**src/rtl/core/pce_pkg.sv**
```systemverilog
// shared types, constants and functions of the patch control tuple encoder
`timescale 1ns / 1ps
`default_nettype none

package pce_pkg;

   localparam int POS_BITS       = 32;
   localparam int FIELD_BITS     = 32;
   localparam int WORD_BITS      = 64;
   localparam int SIGN_BIT       = 63;
   localparam int JOB_WORDS      = 4;
   localparam int JOB_IDX_BITS   = $clog2(JOB_WORDS);
   localparam int QUEUE_DEPTH    = 2;
   localparam int QUEUE_PTR_BITS = $clog2(QUEUE_DEPTH);
   localparam int QUEUE_CNT_BITS = $clog2(QUEUE_DEPTH + 1);

   localparam logic CMD_SEGMENT = 1'b0;
   localparam logic CMD_FINISH  = 1'b1;

   typedef logic [FIELD_BITS-1:0] field_type;
   typedef logic [POS_BITS-1:0]   pos_type;
   typedef logic [WORD_BITS-1:0]  word_type;

   typedef struct packed {
      logic [JOB_IDX_BITS-1:0]          last_idx;
      logic                             fin;
      logic [JOB_WORDS-1:0][WORD_BITS-1:0] words;
   } job_type;

   function automatic word_type to_sign_mag(input word_type v);
      word_type neg;
      neg = ~v + word_type'(1);
      return v[SIGN_BIT] ? {1'b1, neg[SIGN_BIT-1:0]} : v;
   endfunction

endpackage

`default_nettype wire

```
**src/rtl/core/pce_req_if.sv**
```systemverilog
// input item channel of the encoder
`timescale 1ns / 1ps
`default_nettype none

interface pce_req_if import pce_pkg::*; ();
   logic      valid;
   logic      ready;
   logic      command;
   field_type seg_new_pos;
   field_type seg_old_pos;
   field_type seg_length;

   modport source (output valid, command, seg_new_pos, seg_old_pos, seg_length,
                   input ready);
   modport sink (input valid, command, seg_new_pos, seg_old_pos, seg_length,
                 output ready);
endinterface

`default_nettype wire

```
**src/rtl/core/pce_rsp_if.sv**
```systemverilog
// result item channel of the encoder
`timescale 1ns / 1ps
`default_nettype none

interface pce_rsp_if import pce_pkg::*; ();
   logic     valid;
   logic     ready;
   word_type encoded_word;
   logic     last;

   modport source (output valid, encoded_word, last, input ready);
   modport sink (input valid, encoded_word, last, output ready);
endinterface

`default_nettype wire

```
**src/rtl/core/pce_front.sv**
```systemverilog
// front end: accepts items, tracks cursors and builds word jobs
`timescale 1ns / 1ps
`default_nettype none

module pce_front import pce_pkg::*; (
   input  wire logic      clock,
   input  wire logic      reset,
   pce_req_if.sink        req_bus,
   input  wire logic      csr_wr_en,
   input  wire field_type csr_wr_data,
   input  wire logic      queue_full,
   output logic           push,
   output job_type        push_job
);

   field_type new_size_ff;
   pos_type   new_cursor_ff, new_cursor_in;
   pos_type   old_cursor_ff, old_cursor_in;
   logic      started_ff, started_in;

   logic      accept;
   word_type  npos_w, opos_w, len_w, size_w, ncur_w, ocur_w;
   word_type  gap_w, seek_w, rest_w, nend_w, oend_w;
   logic      origin;

   assign req_bus.ready = !queue_full;
   assign accept        = req_bus.valid && !queue_full;
   assign push          = accept;

   always_comb begin
      npos_w = word_type'(req_bus.seg_new_pos);
      opos_w = word_type'(req_bus.seg_old_pos);
      len_w  = word_type'(req_bus.seg_length);
      size_w = word_type'(new_size_ff);
      ncur_w = word_type'(new_cursor_ff);
      ocur_w = word_type'(old_cursor_ff);
      gap_w  = npos_w - ncur_w;
      seek_w = opos_w - ocur_w;
      rest_w = size_w - ncur_w;
      nend_w = npos_w + len_w;
      oend_w = opos_w + len_w;
      origin = (req_bus.seg_new_pos == '0) && (req_bus.seg_old_pos == '0);
   end

   always_comb begin
      push_job       = '0;
      new_cursor_in  = new_cursor_ff;
      old_cursor_in  = old_cursor_ff;
      started_in     = started_ff;
      if (req_bus.command == CMD_SEGMENT) begin
         new_cursor_in = nend_w[POS_BITS-1:0];
         old_cursor_in = oend_w[POS_BITS-1:0];
         started_in    = 1'b1;
         priority if (!started_ff && origin) begin
            push_job.words[0] = len_w;
            push_job.last_idx = JOB_IDX_BITS'(0);
         end else if (!started_ff) begin
            push_job.words[1] = gap_w;
            push_job.words[2] = seek_w;
            push_job.words[3] = len_w;
            push_job.last_idx = JOB_IDX_BITS'(3);
         end else begin
            push_job.words[0] = gap_w;
            push_job.words[1] = seek_w;
            push_job.words[2] = len_w;
            push_job.last_idx = JOB_IDX_BITS'(2);
         end
      end else begin
         new_cursor_in = '0;
         old_cursor_in = '0;
         started_in    = 1'b0;
         push_job.fin  = 1'b1;
         if (!started_ff) begin
            push_job.words[1] = rest_w;
            push_job.last_idx = JOB_IDX_BITS'(2);
         end else begin
            push_job.words[0] = rest_w;
            push_job.last_idx = JOB_IDX_BITS'(1);
         end
      end
   end

   always_ff @(posedge clock) begin
      if (reset) begin
         new_size_ff   <= '0;
         new_cursor_ff <= '0;
         old_cursor_ff <= '0;
         started_ff    <= 1'b0;
      end else begin
         if (csr_wr_en) begin
            new_size_ff <= csr_wr_data;
         end
         if (accept) begin
            new_cursor_ff <= new_cursor_in;
            old_cursor_ff <= old_cursor_in;
            started_ff    <= started_in;
         end
      end
   end

endmodule

`default_nettype wire

```
**src/rtl/core/pce_queue.sv**
```systemverilog
// short job queue between front and back
`timescale 1ns / 1ps
`default_nettype none

module pce_queue import pce_pkg::*; (
   input  wire logic    clock,
   input  wire logic    reset,
   input  wire logic    push,
   input  wire job_type push_job,
   output logic         full,
   input  wire logic    pop,
   output logic         empty,
   output job_type      head_job
);

   job_type                   entries_ff [QUEUE_DEPTH];
   logic [QUEUE_PTR_BITS-1:0] wr_ptr_ff, wr_ptr_in;
   logic [QUEUE_PTR_BITS-1:0] rd_ptr_ff, rd_ptr_in;
   logic [QUEUE_CNT_BITS-1:0] count_ff, count_in;

   assign full     = (count_ff == QUEUE_CNT_BITS'(QUEUE_DEPTH));
   assign empty    = (count_ff == '0);
   assign head_job = entries_ff[rd_ptr_ff];

   always_comb begin
      wr_ptr_in = wr_ptr_ff;
      rd_ptr_in = rd_ptr_ff;
      count_in  = count_ff;
      if (push) begin
         wr_ptr_in = (wr_ptr_ff == QUEUE_PTR_BITS'(QUEUE_DEPTH - 1)) ? '0
                     : wr_ptr_ff + QUEUE_PTR_BITS'(1);
      end
      if (pop) begin
         rd_ptr_in = (rd_ptr_ff == QUEUE_PTR_BITS'(QUEUE_DEPTH - 1)) ? '0
                     : rd_ptr_ff + QUEUE_PTR_BITS'(1);
      end
      unique case ({push, pop})
         2'b10:   count_in = count_ff + QUEUE_CNT_BITS'(1);
         2'b01:   count_in = count_ff - QUEUE_CNT_BITS'(1);
         default: count_in = count_ff;
      endcase
   end

   always_ff @(posedge clock) begin
      if (reset) begin
         wr_ptr_ff <= '0;
         rd_ptr_ff <= '0;
         count_ff  <= '0;
      end else begin
         wr_ptr_ff <= wr_ptr_in;
         rd_ptr_ff <= rd_ptr_in;
         count_ff  <= count_in;
      end
   end

   always_ff @(posedge clock) begin
      if (push) begin
         entries_ff[wr_ptr_ff] <= push_job;
      end
   end

endmodule

`default_nettype wire

```
**src/rtl/core/pce_back.sv**
```systemverilog
// back end: steps through job words and drives the result register
`timescale 1ns / 1ps
`default_nettype none

module pce_back import pce_pkg::*; (
   input  wire logic    clock,
   input  wire logic    reset,
   input  wire logic    empty,
   input  wire job_type head_job,
   output logic         pop,
   pce_rsp_if.source    rsp_bus
);

   logic [JOB_IDX_BITS-1:0] idx_ff, idx_in;
   logic                    rsp_valid_ff, rsp_valid_in;
   word_type                rsp_word_ff, rsp_word_in;
   logic                    rsp_last_ff, rsp_last_in;
   logic                    load, emit, at_end;

   assign rsp_bus.valid        = rsp_valid_ff;
   assign rsp_bus.encoded_word = rsp_word_ff;
   assign rsp_bus.last         = rsp_last_ff;

   always_comb begin
      load         = !rsp_valid_ff || rsp_bus.ready;
      emit         = load && !empty;
      at_end       = (idx_ff == head_job.last_idx);
      pop          = emit && at_end;
      idx_in       = pop ? '0 : (emit ? idx_ff + JOB_IDX_BITS'(1) : idx_ff);
      rsp_valid_in = emit || (rsp_valid_ff && !rsp_bus.ready);
      rsp_word_in  = to_sign_mag(head_job.words[idx_ff]);
      rsp_last_in  = head_job.fin && at_end;
   end

   always_ff @(posedge clock) begin
      if (reset) begin
         idx_ff       <= '0;
         rsp_valid_ff <= 1'b0;
      end else begin
         idx_ff       <= idx_in;
         rsp_valid_ff <= rsp_valid_in;
      end
   end

   always_ff @(posedge clock) begin
      if (emit) begin
         rsp_word_ff <= rsp_word_in;
         rsp_last_ff <= rsp_last_in;
      end
   end

endmodule

`default_nettype wire

```
**src/rtl/core/patch_control_tuple_encoder_top.sv**
```systemverilog
// top level of the patch control tuple encoder
//
//   channel   direction  handshake        payload
//   req_bus   in         valid / ready    command, seg_new_pos, seg_old_pos, seg_length
//   rsp_bus   out        valid / ready    encoded_word, last
//   csr       in         csr_wr_en        csr_wr_data (new_size)
//
// the result register sends one word per cycle unless stalled or the queue is empty:
// a segment is 3 words, a first segment away from the origin 4, at the origin 1, finish 2 or 3
// an item enters in any cycle the two-entry job queue has room and is registered in the queue
// reset clears cursors, the started flag, new_size, the queue pointers and the result valid flag
// a stalled result holds while the front keeps filling the queue
`timescale 1ns / 1ps
`default_nettype none

module patch_control_tuple_encoder_top import pce_pkg::*; (
   input  wire logic      clock,
   input  wire logic      reset,
   pce_req_if.sink        req_bus,
   pce_rsp_if.source      rsp_bus,
   input  wire logic      csr_wr_en,
   input  wire field_type csr_wr_data
);

   logic    push, pop, full, empty;
   job_type push_job, head_job;

   pce_front u_front (
      .clock       (clock),
      .reset       (reset),
      .req_bus     (req_bus),
      .csr_wr_en   (csr_wr_en),
      .csr_wr_data (csr_wr_data),
      .queue_full  (full),
      .push        (push),
      .push_job    (push_job)
   );

   pce_queue u_queue (
      .clock    (clock),
      .reset    (reset),
      .push     (push),
      .push_job (push_job),
      .full     (full),
      .pop      (pop),
      .empty    (empty),
      .head_job (head_job)
   );

   pce_back u_back (
      .clock    (clock),
      .reset    (reset),
      .empty    (empty),
      .head_job (head_job),
      .pop      (pop),
      .rsp_bus  (rsp_bus)
   );

endmodule

`default_nettype wire
```
**src/flat_wrapper.sv**
```systemverilog
// flat-port wrapper written by rule: the top's interface ports become plain ports
module patch_control_tuple_encoder_top_flat import pce_pkg::*;
  (clock, reset, csr_wr_en, csr_wr_data, req_bus_valid, req_bus_command, req_bus_seg_new_pos, req_bus_seg_old_pos, req_bus_seg_length, req_bus_ready, rsp_bus_valid, rsp_bus_encoded_word, rsp_bus_last, rsp_bus_ready);
  pce_req_if req_bus_i ();
  pce_rsp_if rsp_bus_i ();
  input  wire logic clock;
  input  wire logic reset;
  input  wire logic csr_wr_en;
  input  wire field_type csr_wr_data;
  input wire logic [$bits(req_bus_i.valid)-1:0] req_bus_valid;
  input wire logic [$bits(req_bus_i.command)-1:0] req_bus_command;
  input wire logic [$bits(req_bus_i.seg_new_pos)-1:0] req_bus_seg_new_pos;
  input wire logic [$bits(req_bus_i.seg_old_pos)-1:0] req_bus_seg_old_pos;
  input wire logic [$bits(req_bus_i.seg_length)-1:0] req_bus_seg_length;
  output wire logic [$bits(req_bus_i.ready)-1:0] req_bus_ready;
  output wire logic [$bits(rsp_bus_i.valid)-1:0] rsp_bus_valid;
  output wire logic [$bits(rsp_bus_i.encoded_word)-1:0] rsp_bus_encoded_word;
  output wire logic [$bits(rsp_bus_i.last)-1:0] rsp_bus_last;
  input wire logic [$bits(rsp_bus_i.ready)-1:0] rsp_bus_ready;
  assign req_bus_i.valid = req_bus_valid;
  assign req_bus_i.command = req_bus_command;
  assign req_bus_i.seg_new_pos = req_bus_seg_new_pos;
  assign req_bus_i.seg_old_pos = req_bus_seg_old_pos;
  assign req_bus_i.seg_length = req_bus_seg_length;
  assign req_bus_ready = req_bus_i.ready;
  assign rsp_bus_valid = rsp_bus_i.valid;
  assign rsp_bus_encoded_word = rsp_bus_i.encoded_word;
  assign rsp_bus_last = rsp_bus_i.last;
  assign rsp_bus_i.ready = rsp_bus_ready;
  patch_control_tuple_encoder_top u_core (.clock(clock), .reset(reset), .req_bus(req_bus_i), .rsp_bus(rsp_bus_i), .csr_wr_en(csr_wr_en), .csr_wr_data(csr_wr_data));
endmodule
```
**config.mk**
```make
export PLATFORM = sky130hd
export DESIGN_NAME = patch_control_tuple_encoder_top_flat
export DESIGN_NICKNAME = d
export VERILOG_FILES = /design/src/rtl/core/pce_pkg.sv /design/src/rtl/core/pce_req_if.sv /design/src/rtl/core/pce_rsp_if.sv /design/src/rtl/core/pce_front.sv /design/src/rtl/core/pce_queue.sv /design/src/rtl/core/pce_back.sv /design/src/rtl/core/patch_control_tuple_encoder_top.sv /design/src/flat_wrapper.sv
export SDC_FILE = /design/constraint.sdc
export NUM_CORES = 1
export LEC_CHECK = 0
export ABC_AREA = 1
export BUFFER_PORTS_ARGS = -buffer_cell sky130_fd_sc_hd__clkbuf_2
export CAP_MARGIN = 20
export CORE_AREA = 2 2 235 237
export CTS_CLUSTER_DIAMETER = 60
export DETAILED_ROUTE_END_ITERATION = 12
export DIE_AREA = 0 0 237 239
export PLACE_DENSITY = 0.72
export SKIP_CTS_REPAIR_TIMING = 1
export SLEW_MARGIN = 10
export SYNTH_ARGS = -nofsm -noshare
export SYNTH_HDL_FRONTEND = slang
export SYNTH_SLANG_ARGS = --single-unit
```
**constraint.sdc**
```tcl
create_clock -name clock -period 9.35 [get_ports clock]
set_input_delay 1.87 -clock clock [delete_from_list [all_inputs] [get_ports clock]]
set_output_delay 1.87 -clock clock [all_outputs]
set_load 0.01 [all_outputs]
```
==> results.py <==
metrics = {
    "status": {
        "run_status": "completed",
    },
    "detailed_routing": {
        "dr_wl_met3_um": 9540,
        "via_per_inst": 5.75,
        "met1_length_um": 42800,
        "top_layer": "met5",
        "wl_met2_um": 45500,
        "drtIter0Drc": 2874,
        "drc": 0,
        "antenna_left": 0,
        "routed_wl_um": 103000,
        "wl_per_cell_um": 20.8,
        "dr.pass1.iters": 6,
        "num_vias": 28591,
    },
    "clock_tree": {
        "clk_latency_ps": 630,
        "cts_sinks": 438,
        "clkSlewWorstSetupHoldPaths_ps": 60,
        "cts_buffers": 52,
        "ctsHtreeMaxLevel": 2,
        "max-clock-path-buffers": 3,
        "root_buffer": "clkbuf_16",
        "cts_tree": "done",
    },
    "synthesis": {
        "synth.most_common_cell": "nand2_1",
        "yosys-top-cells-count": "nand2_1 (1196), inv_1 (474), nor2_1 (406), nand3_1 (400), edfxtp_1 (333)",
        "synth_warnings": 0,
        "synthCells": 4036,
        "yosysTopAreaCell": "edfxtp_1",
        "yosysUniqueCellTypes": 43,
        "synth_area_leaders": "edfxtp_1 (34%), nand2_1 (15%), dfxtp_1 (7.1%), ha_1 (6.9%), nand3_1 (6.8%)",
        "synth_flop_cell": "edfxtp_1",
        "async_reset_ff_share_pct": 0,
        "synth-edff-count": 333,
        "yosysSeqAreaShare_pct": 41.1,
        "yosys.area.top_type_share_pct": 34.0,
        "ys_ff_latch": 438,
        "syn_avg_cell_area_um2": 7.30,
        "netlist_area_um2": 29400,
    },
    "critical_path": {
        "crit_type": "flop to flop",
        "start_kind": "flop",
        "worstPathArrival_ps": 4950,
        "crit_chain": "clkinv_2 -> buf_4 -> o21ai_1 -> nand2_1 -> nand2_1 -> nand2_1 -> inv_1 -> ha_1 -> nand3_1 -> nor2_1 -> nand3_1 -> nand2_2 -> nand2_1 -> xor2_1",
        "r2r_cells": 14,
        "endpoint": "u_core.u_back.rsp_bus.encoded_word[22]",
        "cp_max_fo": 74,
        "worstSetupEndpointType": "flop",
        "cpPeakStageDelay_ps": 890,
        "crit_slowest_cell": "clkinv_2",
        "r2r_setup_slack_ps": 4770,
        "reg2reg_to": "u_core.u_back.rsp_bus.encoded_word[22]",
        "cpMostUsedCell": "nand2_1",
        "required_ps": 9720,
    },
    "global_route": {
        "grt_first_pass_wirelength_um": 155000,
        "grt_pass1_vias": 26436,
        "grt_util_all_layers_pct": 36.1,
        "grt_overflow": 0,
        "grt_max_degree": 76,
        "grt_antenna_before_repair": 4,
    },
    "pwr": {
        "totalPowerFinal_uw": 8070,
        "power_density_nw_per_um2": 246,
        "p_leak_uw": 0.0147,
        "ir_worst_vdd_uv": 166,
    },
    "cells_and_area": {
        "area_growth_pct": 11.6,
        "final_area_um2": 32800,
        "layout-drive-gt1-share_pct": 8.06,
        "final_nets": 4527,
        "postLayoutCoreUtil_pct": 60.4,
    },
    "sta": {
        "fin_crit_ps": 4580,
        "max_freq_mhz": 218,
        "rsz0062_at_grt": "false",
        "finalSetupViolations": 0,
        "drv_slew": 0,
        "fin_crit_sh_pct": 49.0,
        "slew_headroom_pct": 31.1,
        "setup_tns_ps": 0,
        "fin_skew_ps": 20.7,
        "worstMarginPinSlew_ps": 1030,
        "hold_violations": 0,
        "hold_slack_ps": 465,
    },
    "floorplanning": {
        "die-area_um2": 56600,
        "io_pins": 201,
        "die_h_um": 239,
        "start_util_pct": 54.2,
        "num_rows": 86,
        "die_x_um": 237,
        "core_area_um2": 54300,
    },
    "placed_design": {
        "port_buffers": 200,
        "dp_hpwl_um": 80400,
        "place_congestion": 1.00,
        "placed_area_um2": 31100,
    },
    "hold_path": {
        "hp-class": "flop to flop",
        "holdPathStages": 2,
    },
    "flow_run": {
        "max_cap_violations": 0,
    },
}
## through the flow
| stage | setup slack (ps) | cells |
|---|---|---|
| after floorplan | 923 | 4065 |
| after CTS | 4740 | 4974 |
| after detailed placement | 4700 | 4876 |
| after global routing | 4390 | 4974 |
| after global placement | 4730 | 4876 |
| final | 4770 | 4976 |
## cells by family after synthesis
| group | after synthesis | synth area share [%] |
|---|---|---|
| other cells | 1 | 0.0127 |
| simple gates | 2146 | 30.3 |
| flops | 438 | 41.1 |
| xor+xnor | 70 | 2.08 |
| buf+inv | 593 | 7.86 |
| fa+ha+maj | 167 | 7.22 |
| compound gates | 621 | 11.5 |
## final cells by class
type                       instances  area [um2]
tap                              704         881
fill                            5060       21500
antenna                            2        5.00
clock inverter                    40         407
timing repair buffer             220        1150
clock buffer                      58        1320
sequential                       438       12100
inverter                         480        1800
multi-input combinational       3034       15200
## flip-flops by register name (all words and copies together) (netlist names), named ones only
name / cells
u_core.u_queue.count_ff: 2
u_core.u_queue.wr_ptr_ff: 1
u_core.u_front.new_size_ff: 32
u_core.u_front.old_cursor_ff: 32
u_core.u_queue.entries_ff: 268
u_core.u_back.idx_ff: 2
u_core.u_back.rsp_bus.valid: 1
u_core.u_front.new_cursor_ff: 32
u_core.u_queue.rd_ptr_ff: 1
u_core.u_front.started_ff: 1
u_core.u_back.rsp_bus.last: 1
u_core.u_back.rsp_bus.encoded_word: 64
## worst min-delay path by stage
stage / startpoint / slack [ps] / endpoint
6_report: u_core.u_front.new_cursor_ff[7] / 460 / u_core.u_front.new_cursor_ff[7]
5_1_grt: u_core.u_front.old_cursor_ff[26] / 480 / u_core.u_front.old_cursor_ff[26]
4_1_cts: u_core.u_front.old_cursor_ff[17] / 460 / u_core.u_front.old_cursor_ff[17]
3_5_place_dp: u_core.u_front.old_cursor_ff[17] / 460 / u_core.u_front.old_cursor_ff[17]
3_3_place_gp: u_core.u_front.old_cursor_ff[15] / 450 / u_core.u_front.old_cursor_ff[15]
2_1_floorplan: u_core.u_front.new_size_ff[0] / 440 / u_core.u_front.new_size_ff[0]
## worst max-delay path, delay by kind of cell, from the launching register on
family                   cells  cell delay, ps
AO/OA/AOI/OAI                1             270
adder cells (fa/ha/maj)      1             160
flip-flops                   1             860
AND/OR/NAND/NOR              8            1220
XOR/XNOR                     1             140
buffers and inverters        3            1630
## report_power, final
| group | switching, uW | leakage [uW] | internal, uW |
|---|---|---|---|
| combinational | 2330 | 0.00983 | 947 |
| sequential | 142 | 0.00405 | 2610 |
| clock | 883 | 0.000851 | 1160 |
## routing by layer
metal,up-vias,GRT usage [%]
met3,266,5.92
met1,13186,48.3
met5,-,0
met2,1343,57.0
li1,13792,-
met4,4,17.9
## cell usage in the layout (no fill, tap or decap), drive strengths merged, types with 105 or more instances in the layout
cell and n:
edfxtp 333, dfxtp 105, ha 162, a21oi 300
nand2 1198, nand3 400, clkbuf 258, o21ai 216
inv 490, nor2 408
(Power assumes the default switching activity.)
